`config.mk`:
```
export PLATFORM = sky130hd
export DESIGN_NAME = typed_key_hash_bucket_core_flat
export DESIGN_NICKNAME = d
export VERILOG_FILES = /design/src/rtl/tkhb_pkg.sv /design/src/rtl/tkhb_req_if.sv /design/src/rtl/tkhb_rsp_if.sv /design/src/rtl/tkhb_csr_if.sv /design/src/rtl/typed_key_hash_bucket_core.sv /design/src/rtl/tkhb_divider.sv /design/src/flat_wrapper.sv
export SDC_FILE = /design/constraint.sdc
export NUM_CORES = 1
export LEC_CHECK = 0
export ABC_CLOCK_PERIOD_IN_PS = 15000
export BUFFER_PORTS_ARGS = -buffer_cell sky130_fd_sc_hd__buf_2
export CAP_MARGIN = 20
export CORE_UTILIZATION = 40
export DETAILED_ROUTE_END_ITERATION = 6
export HOLD_SLACK_MARGIN = 0.1
export PLACE_DENSITY = 0.64
export SETUP_SLACK_MARGIN = 0.05
export SYNTH_ARGS = -nofsm -noshare
export SYNTH_HDL_FRONTEND = slang
export SYNTH_HIERARCHICAL = 1
export SYNTH_SLANG_ARGS = --single-unit
```
`constraint.sdc`:
```
create_clock -name clock -period 15 [get_ports clock]
set_clock_uncertainty 0.05 [all_clocks]
set_input_delay 0.75 -clock clock [delete_from_list [all_inputs] [get_ports clock]]
set_output_delay 0.75 -clock clock [all_outputs]
set_load 0.02 [all_outputs]
```
`src/rtl/tkhb_pkg.sv`:
```
`default_nettype none

package tkhb_pkg;

   localparam int unsigned KindWidth     = 3;
   localparam int unsigned KeyWidth      = 64;
   localparam int unsigned BucketWidth   = 32;
   localparam int unsigned CountWidth    = 31;
   localparam int unsigned HashWidth     = 32;
   localparam int unsigned DivStepWidth  = 6;

   localparam logic [KindWidth-1:0] KIND_INT32  = 3'd0;
   localparam logic [KindWidth-1:0] KIND_INT16  = 3'd1;
   localparam logic [KindWidth-1:0] KIND_INT8   = 3'd2;
   localparam logic [KindWidth-1:0] KIND_INT64  = 3'd3;
   localparam logic [KindWidth-1:0] KIND_UINT64 = 3'd4;
   localparam logic [KindWidth-1:0] KIND_BYTES  = 3'd5;

   localparam logic [CountWidth-1:0] BUCKET_COUNT_RESET = 31'd1024;

   localparam logic [HashWidth-1:0] PJW_TOP_MASK   = 32'hf << (HashWidth - 4);
   localparam int unsigned          PJW_FOLD_SHIFT = HashWidth - 8;

   typedef enum logic [1:0] {
      S_IDLE,
      S_DIVIDE,
      S_DELIVER
   } state_type;

   typedef struct packed {
      logic                  start;
      logic [KeyWidth-1:0]   dividend;
      logic [CountWidth-1:0] divisor;
   } div_req_type;

   typedef struct packed {
      logic                  done;
      logic [CountWidth-1:0] remainder;
   } div_rsp_type;

endpackage

`default_nettype wire

```
`src/rtl/tkhb_req_if.sv`:
```
`default_nettype none

interface tkhb_req_if import tkhb_pkg::*; ();
   logic                 valid;
   logic                 ready;
   logic [KindWidth-1:0] key_kind;
   logic [KeyWidth-1:0]  key_value;
   logic                 has_byte;
   logic                 last_item;

   modport source (output valid, key_kind, key_value, has_byte, last_item, input ready);
   modport sink   (input valid, key_kind, key_value, has_byte, last_item, output ready);
endinterface

`default_nettype wire

```
`src/rtl/tkhb_rsp_if.sv`:
```
`default_nettype none

interface tkhb_rsp_if import tkhb_pkg::*; ();
   logic                   valid;
   logic                   ready;
   logic [BucketWidth-1:0] bucket_index;
   logic                   kind_error;

   modport source (output valid, bucket_index, kind_error, input ready);
   modport sink   (input valid, bucket_index, kind_error, output ready);
endinterface

`default_nettype wire

```
`src/rtl/tkhb_csr_if.sv`:
```
`default_nettype none

interface tkhb_csr_if import tkhb_pkg::*; ();
   logic                  valid;
   logic                  ready;
   logic [CountWidth-1:0] data;

   modport source (output valid, data, input ready);
   modport sink   (input valid, data, output ready);
endinterface

`default_nettype wire

```
`src/rtl/typed_key_hash_bucket_core.sv`:
```
// Typed key hash bucket core.
// The req channel carries one word per integer key, or one word per byte of a
// byte-string key. The rsp channel returns one word per integer key, per
// invalid kind and per finished string; mid-string bytes return nothing.
// The csr channel writes bucket_count and is always ready; write it only
// while no key is in flight.
// An integer key or a finished string launches the remainder unit at the accept
// edge; the unit takes one dividend bit per cycle, then the sign is applied as
// the remainder is loaded into the result register, and from there the result
// moves to the output register once that is free. An invalid kind or a zero
// bucket count skips the remainder unit and goes straight to the result register
// and then the output register. A mid-string byte is absorbed in its accept cycle
// and the next byte may follow at once. Req takes no new key until the previous
// result has moved to the output register; bytes go one per cycle while no key is in flight.
// The response sits in an output register; req is ready again as soon as a
// result has moved there, so a stalled receiver blocks only the next result.
// Reset sets bucket_count to 1024, clears the hash and drops rsp valid.
`default_nettype none

module typed_key_hash_bucket_core import tkhb_pkg::*; (
   input wire logic   clock,
   input wire logic   reset,
   tkhb_req_if.sink   req_chan,
   tkhb_rsp_if.source rsp_chan,
   tkhb_csr_if.sink   csr_wr
);

   state_type              state_ff, state_in;
   logic [CountWidth-1:0]  bucket_count_ff, bucket_count_in;
   logic [HashWidth-1:0]   hash_ff, hash_in;
   logic                   neg_ff, neg_in;
   logic [BucketWidth-1:0] result_ff, result_in;
   logic                   result_err_ff, result_err_in;
   logic                   rsp_valid_ff, rsp_valid_in;
   logic [BucketWidth-1:0] rsp_bucket_ff, rsp_bucket_in;
   logic                   rsp_err_ff, rsp_err_in;

   div_req_type div_req;
   div_rsp_type div_rsp;

   logic [KeyWidth-1:0]  key_sext;
   logic [KeyWidth-1:0]  op_dividend;
   logic                 op_neg;
   logic                 op_valid_kind;
   logic                 op_result;
   logic [HashWidth-1:0] hash_next;
   logic                 zero_div;
   logic                 out_free;

   function automatic logic [HashWidth-1:0] pjw_absorb(
      input logic [HashWidth-1:0] h_old,
      input logic [7:0]           b
   );
      logic [HashWidth-1:0] h;
      logic [HashWidth-1:0] g;
      h = (h_old << 4) + {{(HashWidth-8){b[7]}}, b};
      g = h & PJW_TOP_MASK;
      // The fold is a no-op when the top nibble is clear.
      h = h ^ (g >> PJW_FOLD_SHIFT) ^ g;
      return h;
   endfunction

   assign zero_div = (bucket_count_ff == '0);
   assign out_free = !rsp_valid_ff || rsp_chan.ready;

   // Operand selection for the accepted word.
   always_comb begin
      hash_next     = pjw_absorb(hash_ff, req_chan.key_value[7:0]);
      key_sext      = req_chan.key_value;
      op_valid_kind = 1'b1;
      op_result     = 1'b1;
      op_neg        = 1'b0;
      unique case (req_chan.key_kind)
         KIND_INT32: key_sext = {{32{req_chan.key_value[31]}}, req_chan.key_value[31:0]};
         KIND_INT16: key_sext = {{48{req_chan.key_value[15]}}, req_chan.key_value[15:0]};
         KIND_INT8:  key_sext = {{56{req_chan.key_value[7]}}, req_chan.key_value[7:0]};
         KIND_INT64: key_sext = req_chan.key_value;
         KIND_UINT64: key_sext = req_chan.key_value;
         KIND_BYTES: begin
            key_sext = {{(KeyWidth-HashWidth){1'b0}},
                        req_chan.has_byte ? hash_next : hash_ff};
            op_result = !req_chan.has_byte || req_chan.last_item;
         end
         default: op_valid_kind = 1'b0;
      endcase
      case (req_chan.key_kind) inside
         KIND_INT32, KIND_INT16, KIND_INT8, KIND_INT64: op_neg = key_sext[KeyWidth-1];
         default: op_neg = 1'b0;
      endcase
      op_dividend = op_neg ? (KeyWidth'(0) - key_sext) : key_sext;
   end

   // Sequencer.
   always_comb begin
      state_in        = state_ff;
      bucket_count_in = bucket_count_ff;
      hash_in         = hash_ff;
      neg_in          = neg_ff;
      result_in       = result_ff;
      result_err_in   = result_err_ff;
      rsp_valid_in    = rsp_valid_ff && !rsp_chan.ready;
      rsp_bucket_in   = rsp_bucket_ff;
      rsp_err_in      = rsp_err_ff;
      div_req.start    = 1'b0;
      div_req.dividend = op_dividend;
      div_req.divisor  = bucket_count_ff;
      req_chan.ready   = (state_ff == S_IDLE);

      if (csr_wr.valid) begin
         bucket_count_in = csr_wr.data;
      end

      unique case (state_ff)
         S_IDLE: begin
            if (req_chan.valid) begin
               if (!op_valid_kind) begin
                  result_in     = '1;
                  result_err_in = 1'b1;
                  state_in      = S_DELIVER;
               end else if (!op_result) begin
                  hash_in = hash_next;
               end else begin
                  if (req_chan.key_kind == KIND_BYTES) begin
                     hash_in = '0;
                  end
                  neg_in        = op_neg;
                  result_err_in = 1'b0;
                  if (zero_div) begin
                     result_in = key_sext[BucketWidth-1:0];
                     state_in  = S_DELIVER;
                  end else begin
                     div_req.start = 1'b1;
                     state_in      = S_DIVIDE;
                  end
               end
            end
         end
         S_DIVIDE: begin
            if (div_rsp.done) begin
               result_in = neg_ff ? (BucketWidth'(0) - {1'b0, div_rsp.remainder})
                                  : {1'b0, div_rsp.remainder};
               state_in  = S_DELIVER;
            end
         end
         S_DELIVER: begin
            if (out_free) begin
               rsp_valid_in  = 1'b1;
               rsp_bucket_in = result_ff;
               rsp_err_in    = result_err_ff;
               state_in      = S_IDLE;
            end
         end
         default: state_in = S_IDLE;
      endcase
   end

   always_ff @(posedge clock) begin
      if (reset) begin
         state_ff        <= S_IDLE;
         bucket_count_ff <= BUCKET_COUNT_RESET;
         hash_ff         <= '0;
         rsp_valid_ff    <= 1'b0;
      end else begin
         state_ff        <= state_in;
         bucket_count_ff <= bucket_count_in;
         hash_ff         <= hash_in;
         rsp_valid_ff    <= rsp_valid_in;
      end
      neg_ff        <= neg_in;
      result_ff     <= result_in;
      result_err_ff <= result_err_in;
      rsp_bucket_ff <= rsp_bucket_in;
      rsp_err_ff    <= rsp_err_in;
   end

   tkhb_divider u_divider (
      .clock   (clock),
      .reset   (reset),
      .div_req (div_req),
      .div_rsp (div_rsp)
   );

   assign csr_wr.ready          = 1'b1;
   assign rsp_chan.valid        = rsp_valid_ff;
   assign rsp_chan.bucket_index = rsp_bucket_ff;
   assign rsp_chan.kind_error   = rsp_err_ff;

   a_done_in_divide: assert property (@(posedge clock) disable iff (reset)
      div_rsp.done |-> state_ff == S_DIVIDE)
      else $error("remainder finished outside the divide state");

   a_err_all_ones: assert property (@(posedge clock) disable iff (reset)
      rsp_valid_ff && rsp_err_ff |-> rsp_bucket_ff == '1)
      else $error("kind error word without all-ones bucket");

   a_deliver_loads: assert property (@(posedge clock) disable iff (reset)
      state_ff == S_DELIVER && out_free |=> rsp_valid_ff && state_ff == S_IDLE)
      else $error("pending result not moved to the output register");

   a_bad_kind_hash: assert property (@(posedge clock) disable iff (reset)
      req_chan.valid && req_chan.ready && !op_valid_kind |=> hash_ff == $past(hash_ff))
      else $error("invalid kind changed the hash");

endmodule

`default_nettype wire

```
`src/rtl/tkhb_divider.sv`:
```
`default_nettype none

// Restoring remainder unit: one dividend bit per cycle, quotient discarded.
module tkhb_divider import tkhb_pkg::*; (
   input  wire logic  clock,
   input  wire logic  reset,
   input  div_req_type div_req,
   output div_rsp_type div_rsp
);

   logic                    busy_ff, busy_in;
   logic                    done_ff, done_in;
   logic [DivStepWidth-1:0] step_ff, step_in;
   logic [KeyWidth-1:0]     num_ff, num_in;
   logic [CountWidth-1:0]   rem_ff, rem_in;
   logic [CountWidth-1:0]   den_ff, den_in;

   logic [CountWidth:0]     shifted;
   logic [CountWidth+1:0]   diff;

   always_comb begin
      shifted = {rem_ff, num_ff[KeyWidth-1]};
      diff    = {1'b0, shifted} - {2'b00, den_ff};

      busy_in = busy_ff;
      done_in = 1'b0;
      step_in = step_ff;
      num_in  = num_ff;
      rem_in  = rem_ff;
      den_in  = den_ff;

      if (div_req.start) begin
         busy_in = 1'b1;
         step_in = '0;
         num_in  = div_req.dividend;
         rem_in  = '0;
         den_in  = div_req.divisor;
      end else if (busy_ff) begin
         num_in  = {num_ff[KeyWidth-2:0], 1'b0};
         // The difference is non-negative exactly when the divisor fits.
         rem_in  = diff[CountWidth+1] ? shifted[CountWidth-1:0] : diff[CountWidth-1:0];
         step_in = step_ff + 1'b1;
         if (step_ff == DivStepWidth'(KeyWidth - 1)) begin
            busy_in = 1'b0;
            done_in = 1'b1;
         end
      end
   end

   always_ff @(posedge clock) begin
      if (reset) begin
         busy_ff <= 1'b0;
         done_ff <= 1'b0;
         step_ff <= '0;
      end else begin
         busy_ff <= busy_in;
         done_ff <= done_in;
         step_ff <= step_in;
      end
      num_ff <= num_in;
      rem_ff <= rem_in;
      den_ff <= den_in;
   end

   assign div_rsp.done      = done_ff;
   assign div_rsp.remainder = rem_ff;

   a_no_start_busy: assert property (@(posedge clock) disable iff (reset)
      div_req.start |-> !busy_ff)
      else $error("divider started while busy");

   a_done_idle: assert property (@(posedge clock) disable iff (reset)
      done_ff |-> !busy_ff && step_ff == '0)
      else $error("divider done while still stepping");

   a_rem_below: assert property (@(posedge clock) disable iff (reset)
      done_ff && den_ff != '0 |-> rem_ff < den_ff)
      else $error("remainder not below divisor");

endmodule

`default_nettype wire
```
`src/flat_wrapper.sv`:
```
// flat-port wrapper written by rule: the top's interface ports become plain ports
module typed_key_hash_bucket_core_flat import tkhb_pkg::*;
  (clock, reset, req_chan_valid, req_chan_key_kind, req_chan_key_value, req_chan_has_byte, req_chan_last_item, req_chan_ready, rsp_chan_valid, rsp_chan_bucket_index, rsp_chan_kind_error, rsp_chan_ready, csr_wr_valid, csr_wr_data, csr_wr_ready);
  tkhb_req_if req_chan_i ();
  tkhb_rsp_if rsp_chan_i ();
  tkhb_csr_if csr_wr_i ();
  input wire logic clock;
  input wire logic reset;
  input wire logic [$bits(req_chan_i.valid)-1:0] req_chan_valid;
  input wire logic [$bits(req_chan_i.key_kind)-1:0] req_chan_key_kind;
  input wire logic [$bits(req_chan_i.key_value)-1:0] req_chan_key_value;
  input wire logic [$bits(req_chan_i.has_byte)-1:0] req_chan_has_byte;
  input wire logic [$bits(req_chan_i.last_item)-1:0] req_chan_last_item;
  output wire logic [$bits(req_chan_i.ready)-1:0] req_chan_ready;
  output wire logic [$bits(rsp_chan_i.valid)-1:0] rsp_chan_valid;
  output wire logic [$bits(rsp_chan_i.bucket_index)-1:0] rsp_chan_bucket_index;
  output wire logic [$bits(rsp_chan_i.kind_error)-1:0] rsp_chan_kind_error;
  input wire logic [$bits(rsp_chan_i.ready)-1:0] rsp_chan_ready;
  input wire logic [$bits(csr_wr_i.valid)-1:0] csr_wr_valid;
  input wire logic [$bits(csr_wr_i.data)-1:0] csr_wr_data;
  output wire logic [$bits(csr_wr_i.ready)-1:0] csr_wr_ready;
  assign req_chan_i.valid = req_chan_valid;
  assign req_chan_i.key_kind = req_chan_key_kind;
  assign req_chan_i.key_value = req_chan_key_value;
  assign req_chan_i.has_byte = req_chan_has_byte;
  assign req_chan_i.last_item = req_chan_last_item;
  assign req_chan_ready = req_chan_i.ready;
  assign rsp_chan_valid = rsp_chan_i.valid;
  assign rsp_chan_bucket_index = rsp_chan_i.bucket_index;
  assign rsp_chan_kind_error = rsp_chan_i.kind_error;
  assign rsp_chan_i.ready = rsp_chan_ready;
  assign csr_wr_i.valid = csr_wr_valid;
  assign csr_wr_i.data = csr_wr_data;
  assign csr_wr_ready = csr_wr_i.ready;
  typed_key_hash_bucket_core u_core (.clock(clock), .reset(reset), .req_chan(req_chan_i), .rsp_chan(rsp_chan_i), .csr_wr(csr_wr_i));
endmodule
```
; ---- Word level (Yosys, flattened, before mapping)
; Cells that the tools add are included.
[op_classes]
addsub = 5
n_shift = 0
n_bitwise = 3
n_eq_ne = 15
order_cmp = 0
reduce_logical = 21
mul = 0
muxes = 37
div_mod_pow = 0
[ops]
columns = cell, count
row1 = $mux W32, 9
row2 = $pmux W64 S4, 1
row3 = $mux W64, 3
row4 = $pmux W32 S2, 1
row5 = $sub A1 B64 Y64 const A, 1
row6 = $sub A32 B31 Y33, 1
row7 = $add A32 B32 Y32, 1
row8 = $sub A1 B31 Y32 const A, 1
row9 = $xor A32 B32 Y32, 1
row10 = $xor A32 B8 Y32, 1
row11 = $logic_not A31 Y1, 1
row12 = $mux W31, 1
row13 = $mux W1, 15
row14 = $mux W2, 6
row15 = $reduce_and A4 Y1, 3
row16 = $ne A2 B2 Y1 const B, 4
row17 = $add A6 B1 Y6 const B, 1
row18 = $eq A3 B2 Y1 const B, 2
row19 = $eq A3 B3 Y1 const B, 2
row20 = $eq A6 B6 Y1 const B, 1
row21 = $ne A3 B3 Y1 const B, 2
row22 = $pmux W2 S3, 1
row23 = $reduce_or A6 Y1, 1
row24 = $reduce_and A5 Y1, 1
row25 = 16 further kinds, 20
[word_totals]
ramBits = 0
mem_count = 0
elab_cells = 96
regBits = 267
mem_bits_ro = 0
latch_bits = 0
in_bits = 105
output_inout_bits = 36

; ---- Logic depth before layout (Yosys ltp)
; Gate-level depths: netlist of run 1.
[logic_depth]
word_depth = 10
ltp_mapped = 17
ltp_nobuf = 15

; ---- Cells and area by module
; Netlist of run 1, hierarchy kept.
[modules_own_cells]
columns = module, n_inst, area_per_inst_um2, seq_area_each_um2, cells_per_inst
row1 = typed_key_hash_bucket_core, 1, 10477.5, 3253.1, 1292
row2 = tkhb_divider, 1, 7085.5, 3633.5, 619

; ---- Least setup slack after synthesis of run 1
; OpenSTA, ideal clock, no wires.
[synth_path]
kind = input -> register
startpoint = input port req_chan_key_kind[2]
endpoint = register u_core.u_divider.num_ff[0], enable pin
stages = 12
required_ps = 14532
setup_ps = 418
arrival_ps = 5341
path_buffers = 6
setup_slack_ps = 9191
cell_sequence = buf_2 buf_2 clkbuf_1 and2_1 clkbuf_1 nor3_1 o21ai_0 nor2_1 clkbuf_1 clkbuf_1 nor2_1 inv_1
[synth_lines]
columns = item, line
row1 = "start, declared", flat_wrapper.sv:10  ; input wire logic [$bits(req_chan_i.key_kind)-1:0] req_chan_key_kind;
row2 = "end signal, assigned", tkhb_divider.sv:60  ; num_ff <= num_in;
row3 = "end, declared", tkhb_divider.sv:14  ; logic [KeyWidth-1:0] num_ff, num_in;

==> metrics.md, run 1 <==
| Metric | Value |
|---|---|
| Status | completed |
| Final hold vios | 0 |
| Syn_nets | 2079 |
| Comb power frac | 0.294 |
| CTS-repair resized insts | 0 |
| Layout cell share with drive strength beyond 1 | 0.157 |
| Final GP Congestion | 1.01 |
| CP required | 15.30 ns |
| EDFF count, synth | 162 |
| Top-area cell type share of the netlist area | 0.277 |
| Commonest non-fill, non-tap cell in the layout | nor2_1 |
| First-pass GRT wire length | 81800 um |
| Sequential cell area | 6890 sq um |
| Clock Root Buffer | clkbuf_16 |
| CP Class | reg2reg |
| Drt wl/cell | just over 20 um |
| Routed Antenna Nets | 0 |
| Maximum capacitance violations | 0 |
| Clk_lat worst skew | 0.60 ns |
| Detailed placement HPWL | approximately 40000 um |
| Worst slew margin | 0.324 |
| Gr ovfl total | 0 |
| DR pass1 iterations | 7 |
| Syn avg cell area | 9.19 sq um |
| Synth Instances | 1911 |
| Antenna violations before repair | 1 |
| Max H-tree Level | 1 |
| Routed WL | about 53000 um |
| Core area | about 43000 sq um |
| Gr usage total | 0.234 |
| P_sw | 836 uW |
| Most used cell, CP | and3_1 |
| PD cells | roughly 130 nW/um^2 |
| Post-synth top area cell | edfxtp_1 |
| Number of remaining DRC errors | 0 |
| Register share of total power | 0.390 |
| Power Internal | 1.66 mW |
| # IOs | roughly 140 |
| Synth area leaders | edfxtp_1, dfxtp_1, ha_1 |
| Min Clock Period, post-route | 5.43 ns |
| CTS tree | yes |
| Worst Setup SP | u_core/hash_ff[0]$_SDFFE_PP0P_ |
| Top FF cell, synth | edfxtp_1 |
| Crit path max-delay cell type | nand4_1 |
| Worst hold path depth | 2 |
| Pre-CTS WS | 9.07 ns |
| # hold bufs at CTS | 0 |
| Area grow syn2layout | 12.7% |
| Distinct cells, synth | 101 |
| Final worst setup slack | about 9.6 ns |
| Crit path largest cell delay | 0.59 ns |
| Period utilization | 0.362 |
| Switching Share | 0.335 |
| # clock sinks | 263 |
| Largest net degree at the start of global routing | between 60 and 70 |
| Commonest cells after routing, fill and taps aside | nor2_1, edfxtp_1, a21oi_1 |
| Final #Nets | 2165 |
| TNS Setup | 0 ns |
| Clock-pin slew on the worst setup and hold paths | roughly 0.060 ns |
| Die Ht | 212 um |
| Initial core utilization | 0.407 |
| Hold WC Path Type | in2reg |
| Worst-path fanout max | 11 |
| Worst reg2reg path depth | 15 |
| Worst slew pin tran | a little over 1 ns |
| Critical Path Sink Type | register |
| Drt initial violations | 1334 |
| Final setup viols | 0 |
| Setup bufs post-CTS | 0 |
| Util after Layout | 0.458 |
| Crit path DAT | 5.73 ns |
| Worst VDD drop | 0.104 mV |
| Area of the mapped netlist | between 15000 and 20000 sq um |
| Vias | 15400 |
| RSZ-0062 raised after global routing | false |
| Die Area | 44700 sq um |
| Ys async rst share | 0 |
| Inst Count DP | between 2000 and 3000 |
| Leakage | about 7.5 nW |
| Die W | 212 um |
| R2R Path Start | u_core/hash_ff[0]$_SDFFE_PP0P_ |
| FMAX | between 150 and 200 MHz |
| Ys Warns | 6 |
| Clock Power Share | 0.317 |
| Routed vias/inst | 5.89 |
| Clock buffer depth | 3 |
| CTS buffer count | 31 |
| Port Buffers | 139 |
| Register area share after synthesis | 0.392 |
| Placement row count | 76 |
| Post-Layout Cell Count | 2608 |
| Vias in the first global route | 14500 |
| Area of the multi-input gates | 9960 sq um |
| Number of fill cells | around 4200 |
| Crit-path cells | ha_1 -> inv_1 -> fa_1 -> nand2b_1 -> a211oi_2 -> o21ai_0 -> and3_1 -> mux2i_1 -> a211oi_1 -> and3_1 -> nand4_1 -> nor2_2 -> nand2_1 -> a22o_1 -> mux2_2 |
| Hold_sp | csr_wr_data[10] |
| Post-synthesis register bit count | 263 |
| CP Launch Type | register |
| Slew Viols, Final | 0 |
-- critical path, delay by kind of cell (launching register included) --
family / cells / cell delay [ns]
AND/OR/NAND/NOR: 6 / 2.16
multiplexers: 2 / 0.41
flip-flops: 1 / 0.43
buffers and inverters: 1 / 0.05
AO/OA/AOI/OAI: 4 / 1.46
adder cells (fa/ha/maj): 2 / 0.61
-- per-stage QoR --
| stage | cell area [sq um] | hold WS, ns | power, mW |
|---|---|---|---|
| final | 19800 | 0.319 | 2.49 |
| after global routing | 19800 | 0.300 | 2.62 |
| after CTS | 19800 | 0.301 | 2.51 |
| after detailed placement | 18700 | 0.355 | 1.71 |
| after global placement | 18700 | 0.354 | 1.70 |
| after floorplan | 17600 | 0.350 | 1.50 |
-- final timing paths --
| path | slack [ns] | to |
|---|---|---|
| worst max-delay path | 9.57 | u_core/u_divider/num_ff[59]$_DFFE_PP_ |
| worst min-delay path | 0.32 | u_core/bucket_count_ff[10]$_SDFFE_PP1P_ |
| worst max register to register | 9.57 | u_core/u_divider/num_ff[59]$_DFFE_PP_ |
| worst min register to register | 0.36 | u_core/rsp_chan.bucket_index[27]$_DFFE_PP_ |
-- power groups by stage --
stage / sequential (mW) / clock [mW] / combinational, mW
after floorplan: 0.957 / 0 / 0.546
after global placement: 0.983 / 0 / 0.712
after detailed placement: 0.986 / 0 / 0.723
after CTS: 0.972 / 0.808 / 0.726
after global routing: 0.983 / 0.835 / 0.807
final: 0.972 / 0.790 / 0.733
-- flip-flops by register name, summed over array words and instances (netlist names), 2 cells and up --
signal	count
u_core/u_divider/den_ff	31
u_core/state_ff	2
u_core/result_ff	32
u_core/hash_ff	28
u_core/bucket_count_ff	31
u_core/u_divider/rem_ff	31
u_core/u_divider/num_ff	64
u_core/u_divider/step_ff	6
u_core/rsp_chan.bucket_index	32
-- synthesized netlist by cell type, drive strengths merged, types with 7 or more instances --
cell type,n
or3,29
or4,19
o32ai,7
nor2,201
inv,64
buf,40
edfxtp,162
a21oi,149
o31ai,23
and4,8
o21a,18
nor3b,11
o21ai,96
nand4b,9
a21o,21
nor2b,13
nand4,27
xnor2,56
a311oi,8
ha,61
nand2b,19
dfxtp,101
and2,18
a21boi,11
xor2,68
a211o,9
o21bai,8
o211ai,10
nand3,35
nor3,41
and3,11
nor4,23
nand2,145
mux2,65
a22oi,56
clkbuf,71
a211oi,34
a31oi,19
mux2i,60
-- layout make-up --
cell class | count | share of cell area
clock inverter | 13 | 0.00860
tap | 585 | 0.0370
antenna | 1 | 0.000126
clock buffer | 45 | 0.0456
inverter | 65 | 0.0123
multi-input combinational | 1472 | 0.503
timing repair buffer | 164 | 0.0454
sequential | 263 | 0.348
-- cells by family (layout without fill, tap and decap cells) --
logic type / Yosys count / after routing / synth area share
buffers and inverters: 176 / 287 / 0.0423
flip-flops: 263 / 263 / 0.392
adder cells (fa/ha/maj): 63 / 63 / 0.0457
other: 1 / 2 / 0.000214
AND/OR/NAND/NOR: 628 / 628 / 0.179
multiplexers: 125 / 125 / 0.0759
AO/OA/AOI/OAI: 531 / 531 / 0.203
XOR/XNOR: 124 / 124 / 0.0618
-- routing by layer --
| metal | GRT usage | up-vias | wire length, um |
|---|---|---|---|
| li1 | - | 7319 | - |
| met4 | 0.0810 | 2 | 1720 |
| met1 | 0.307 | 7394 | 23400 |
| met2 | 0.388 | 538 | 24700 |
| met5 | 0 | - | 10 |
| met3 | 0.0390 | 103 | 3440 |
(Power assumes the default switching activity.)
==> run 2: changes to the inputs <==
--- a/config.mk
+++ b/config.mk
@@ -5,7 +5,8 @@
 export SDC_FILE = /design/constraint.sdc
 export NUM_CORES = 1
 export LEC_CHECK = 0
-export ABC_CLOCK_PERIOD_IN_PS = 15000
+export ABC_AREA = 1
+export ABC_CLOCK_PERIOD_IN_PS = 5400
 export BUFFER_PORTS_ARGS = -buffer_cell sky130_fd_sc_hd__buf_2
 export CAP_MARGIN = 20
 export CORE_UTILIZATION = 40
==> constraint.sdc (replaced) <==
create_clock -name clock -period 5.4 [get_ports clock]
set_clock_uncertainty 0.05 [all_clocks]
set_input_delay 0.27 -clock clock [delete_from_list [all_inputs] [get_ports clock]]
set_output_delay 0.27 -clock clock [all_outputs]
set_load 0.02 [all_outputs]
==> metrics.md, run 2 <==
| Metric | Value |
|---|---|
| Biggest register | u_core/u_divider/num_ff |
| Clock Root Buffer | clkbuf_16 |
| # clock sinks | 263 |
| Antenna violations before repair | 2 |
| CTS tree | yes |
| Routed Antenna Nets | 0 |
| Detailed placement HPWL | 50400 um |
| Core area | 49200 sq um |
| RSZ-0062 raised after global routing | false |
| Gr ovfl total | 0 |
| Syn avg cell area | 6.54 sq um |
| Post-Synth Adder-Cell Area | 0.0402 |
| Port Buffers | 139 |
| Synth Instances | 3057 |
| Worst-path fanout max | 5 |
| Die Ht | 225 um |
| Area of the mapped netlist | between 15000 and 20000 sq um |
| CTS-repair resized insts | 0 |
| Final worst setup slack | 1.14 ns |
| Inst Count DP | 3797 |
| FMAX | 235 MHz |
| Comb power frac | 0.434 |
| Antenna diodes | 0 |
| PD cells | 418 nW/um^2 |
| Die Area | 50800 sq um |
| Vias in the first global route | 18000 |
| Crit path DAT | 4.52 ns |
| Status | completed |
| Drt wl/cell | between 15 and 20 um |
| Power Internal | ~5.4 mW |
| Post-synthesis compound-gate area fraction | 0.0750 |
| Top FF cell, synth | edfxtp_1 |
| Syn_nets | around 3200 |
| Hold WC Path Type | in2reg |
| Slew Viols, Final | 0 |
| Maximum capacitance violations | 0 |
| Ys Warns | 6 |
| Area of the multi-input gates | 10900 sq um |
| Vias | between 15000 and 20000 |
| Min Clock Period, post-route | 4.26 ns |
| Sequential cell area | 6890 sq um |
| Routed vias/inst | 5.08 |
| Layout cell share with drive strength beyond 1 | 0.115 |
| Final #Nets | about 3400 |
| Synth area leaders | edfxtp_1, nand2_1, dfxtp_1 |
| CTS buffer count | 30 |
| First-pass GRT wire length | 99700 um |
| Post-Layout Cell Count | just under 4000 |
| Final GP Congestion | 0.981 |
| Post-synthesis register bit count | 263 |
| Clk_lat worst skew | approximately 0.60 ns |
| Area grow syn2layout | 13.5% |
| Number of remaining DRC errors | 0 |
| Synth Area in Simple Gates | 0.406 |
| Ys async rst share | 0 |
| XOR/XNOR Fraction of Synth Area | 0.0210 |
| Critical Path Sink Type | register |
| Largest net degree at the start of global routing | 71 |
| Number of flip-flops in the largest register | 64 |
| Count leader, synth | nand2_1 |
| Commonest cells post-synth | nand2_1, inv_1, nor2_1, nand3_1, edfxtp_1 |
| Clock-pin slew on the worst setup and hold paths | 0.06 ns |
| Clock Power Share | 0.218 |
| Drt initial violations | 2037 |
| Final instance area | 22700 sq um |
| CP Launch Type | register |
| DR pass1 iterations | 6 |
| Gr usage total | 0.253 |
| Register area share after synthesis | 0.345 |
| Placement row count | 81 |
| TNS Setup | 0 ns |
| CP required | 5.67 ns |
| Area post-placement | 21200 sq um |
| CP Class | reg2reg |
| Number of fill cells | 5116 |
| Final hold vios | 0 |
| Worst slew margin | 0.315 |
| Final setup viols | 0 |
| Worst hold margin | around 0.17 ns |
| Clock buffer depth | 3 |
| Period utilization | 0.789 |
| Top-area cell type share of the netlist area | 0.243 |
| Distinct cells, synth | 64 |
| Max H-tree Level | 1 |
| Worst slew pin tran | 1.02 ns |
| Routed WL | 64600 um |
| # IOs | 141 |
| Post-synthesis mux area share | 0 |
| Commonest non-fill, non-tap cell in the layout | nand2_1 |
| Largest family of logic cells by synthesized area | simple AND/OR/NAND/NOR gates |
| Register share of total power | 0.348 |
| Switching Share | 0.428 |
| P_sw | between 4 and 5 mW |
| Leakage | 11.2 nW |
| Worst VDD drop | 0.286 mV |
| Die W | 225 um |
| EDFF count, synth | 162 |
| Commonest cells after routing, fill and taps aside | nand2_1, inv_1, nor2_1 |
| Post-synth top area cell | edfxtp_1 |
| Initial core utilization | 0.406 |
| Pre-CTS WS | 1.20 ns |
## run 2: changes by cell type after synthesis, moves of 29 or more
cell and change:
nand3b_1 +32, nand3_1 +206, a211oi_1 -29, mux2i_1 -60, xor2_1 -40, nand2_1 +983
mux2_2 -64, nor2_1 +62, a21oi_1 -60, inv_1 +405, xnor2_1 -36, a22oi_1 -52
## run 2: area by class of cell
class,instances,area share
clock buffers,33,0.0345
multi-input cells,2220,0.479
flip-flops and latches,263,0.304
inverters,498,0.0827
clock inverters,22,0.00894
well taps,664,0.0366
repair buffers,196,0.0548
## run 2: worst max-delay path, cell delays in order, from the launching register on
cell and delay, ns:
dfxtp_1 0.35, ha_1 0.23, inv_1 0.07, fa_1 0.40, inv_1 0.13, nand3_1 0.08, nand2_1 0.20, nand2_1 0.10
nand2_1 0.14, nand2_1 0.11, nand3_1 0.09, nand3_1 0.24, nor2_1 0.28, inv_1 0.06, nor2_1 0.25, nand4_1 0.13
nor2_1 0.42, nand3b_1 0.26, nand2_1 0.12, nand2_1 0.06, nand2_1 0.06, inv_1 0.04, nand2_1 0.05, nand2_1 0.06
## run 2: worst paths after layout
check,to,cells past startpoint,slack (ns),from
max,u_core/u_divider/num_ff[45]$_DFFE_PP_,23,1.14,u_core/hash_ff[0]$_SDFFE_PP0P_
min,u_core/state_ff[1]$_SDFFE_PP0P_,2,0.17,reset
max reg2reg,u_core/u_divider/num_ff[45]$_DFFE_PP_,23,1.14,u_core/hash_ff[0]$_SDFFE_PP0P_
min reg2reg,u_core/rsp_chan.bucket_index[9]$_DFFE_PP_,0,0.37,u_core/result_ff[9]$_DFFE_PP_
## run 2: per-layer routing
layer | up-vias | wire length (um) | GRT usage | share of wire
met3 | 111 | 5120 | 0.0471 | 0.079
li1 | 9983 | - | - | -
met2 | 733 | 28100 | 0.395 | 0.43
met5 | - | 11 | 0 | 0.00017
met1 | 8950 | 29600 | 0.353 | 0.46
met4 | 2 | 1790 | 0.0715 | 0.028
## run 2: cells by family after synthesis
kind of cell	count (synthesis)
xor+xnor	48
compound gates	241
buf+inv	574
other cells	1
fa+ha+maj	63
simple gates	1867
flops	263
## run 2: what timing repair did
action                    CTS  global route
hold buffers               43             0
setup buffers               0             0
hold endpoints to repair   42             0
## run 2: per-stage QoR
stage	power, mW	util
6_report	9.47	0.461
3_3_place_gp	7.32	0.432
2_1_floorplan	6.17	-
4_1_cts	9.44	0.461
5_1_grt	10.1	0.461
3_5_place_dp	7.34	0.432
## run 2: power by group through the flow
| stage | clock network [mW] | registers (mW) | logic [mW] |
|---|---|---|---|
| after floorplan | 0 | 3.28 | 2.89 |
| after global placement | 0 | 3.33 | 3.99 |
| after detailed placement | 0 | 3.34 | 4.00 |
| after CTS | 2.09 | 3.31 | 4.03 |
| after global routing | 2.17 | 3.36 | 4.59 |
| final | 2.06 | 3.30 | 4.11 |
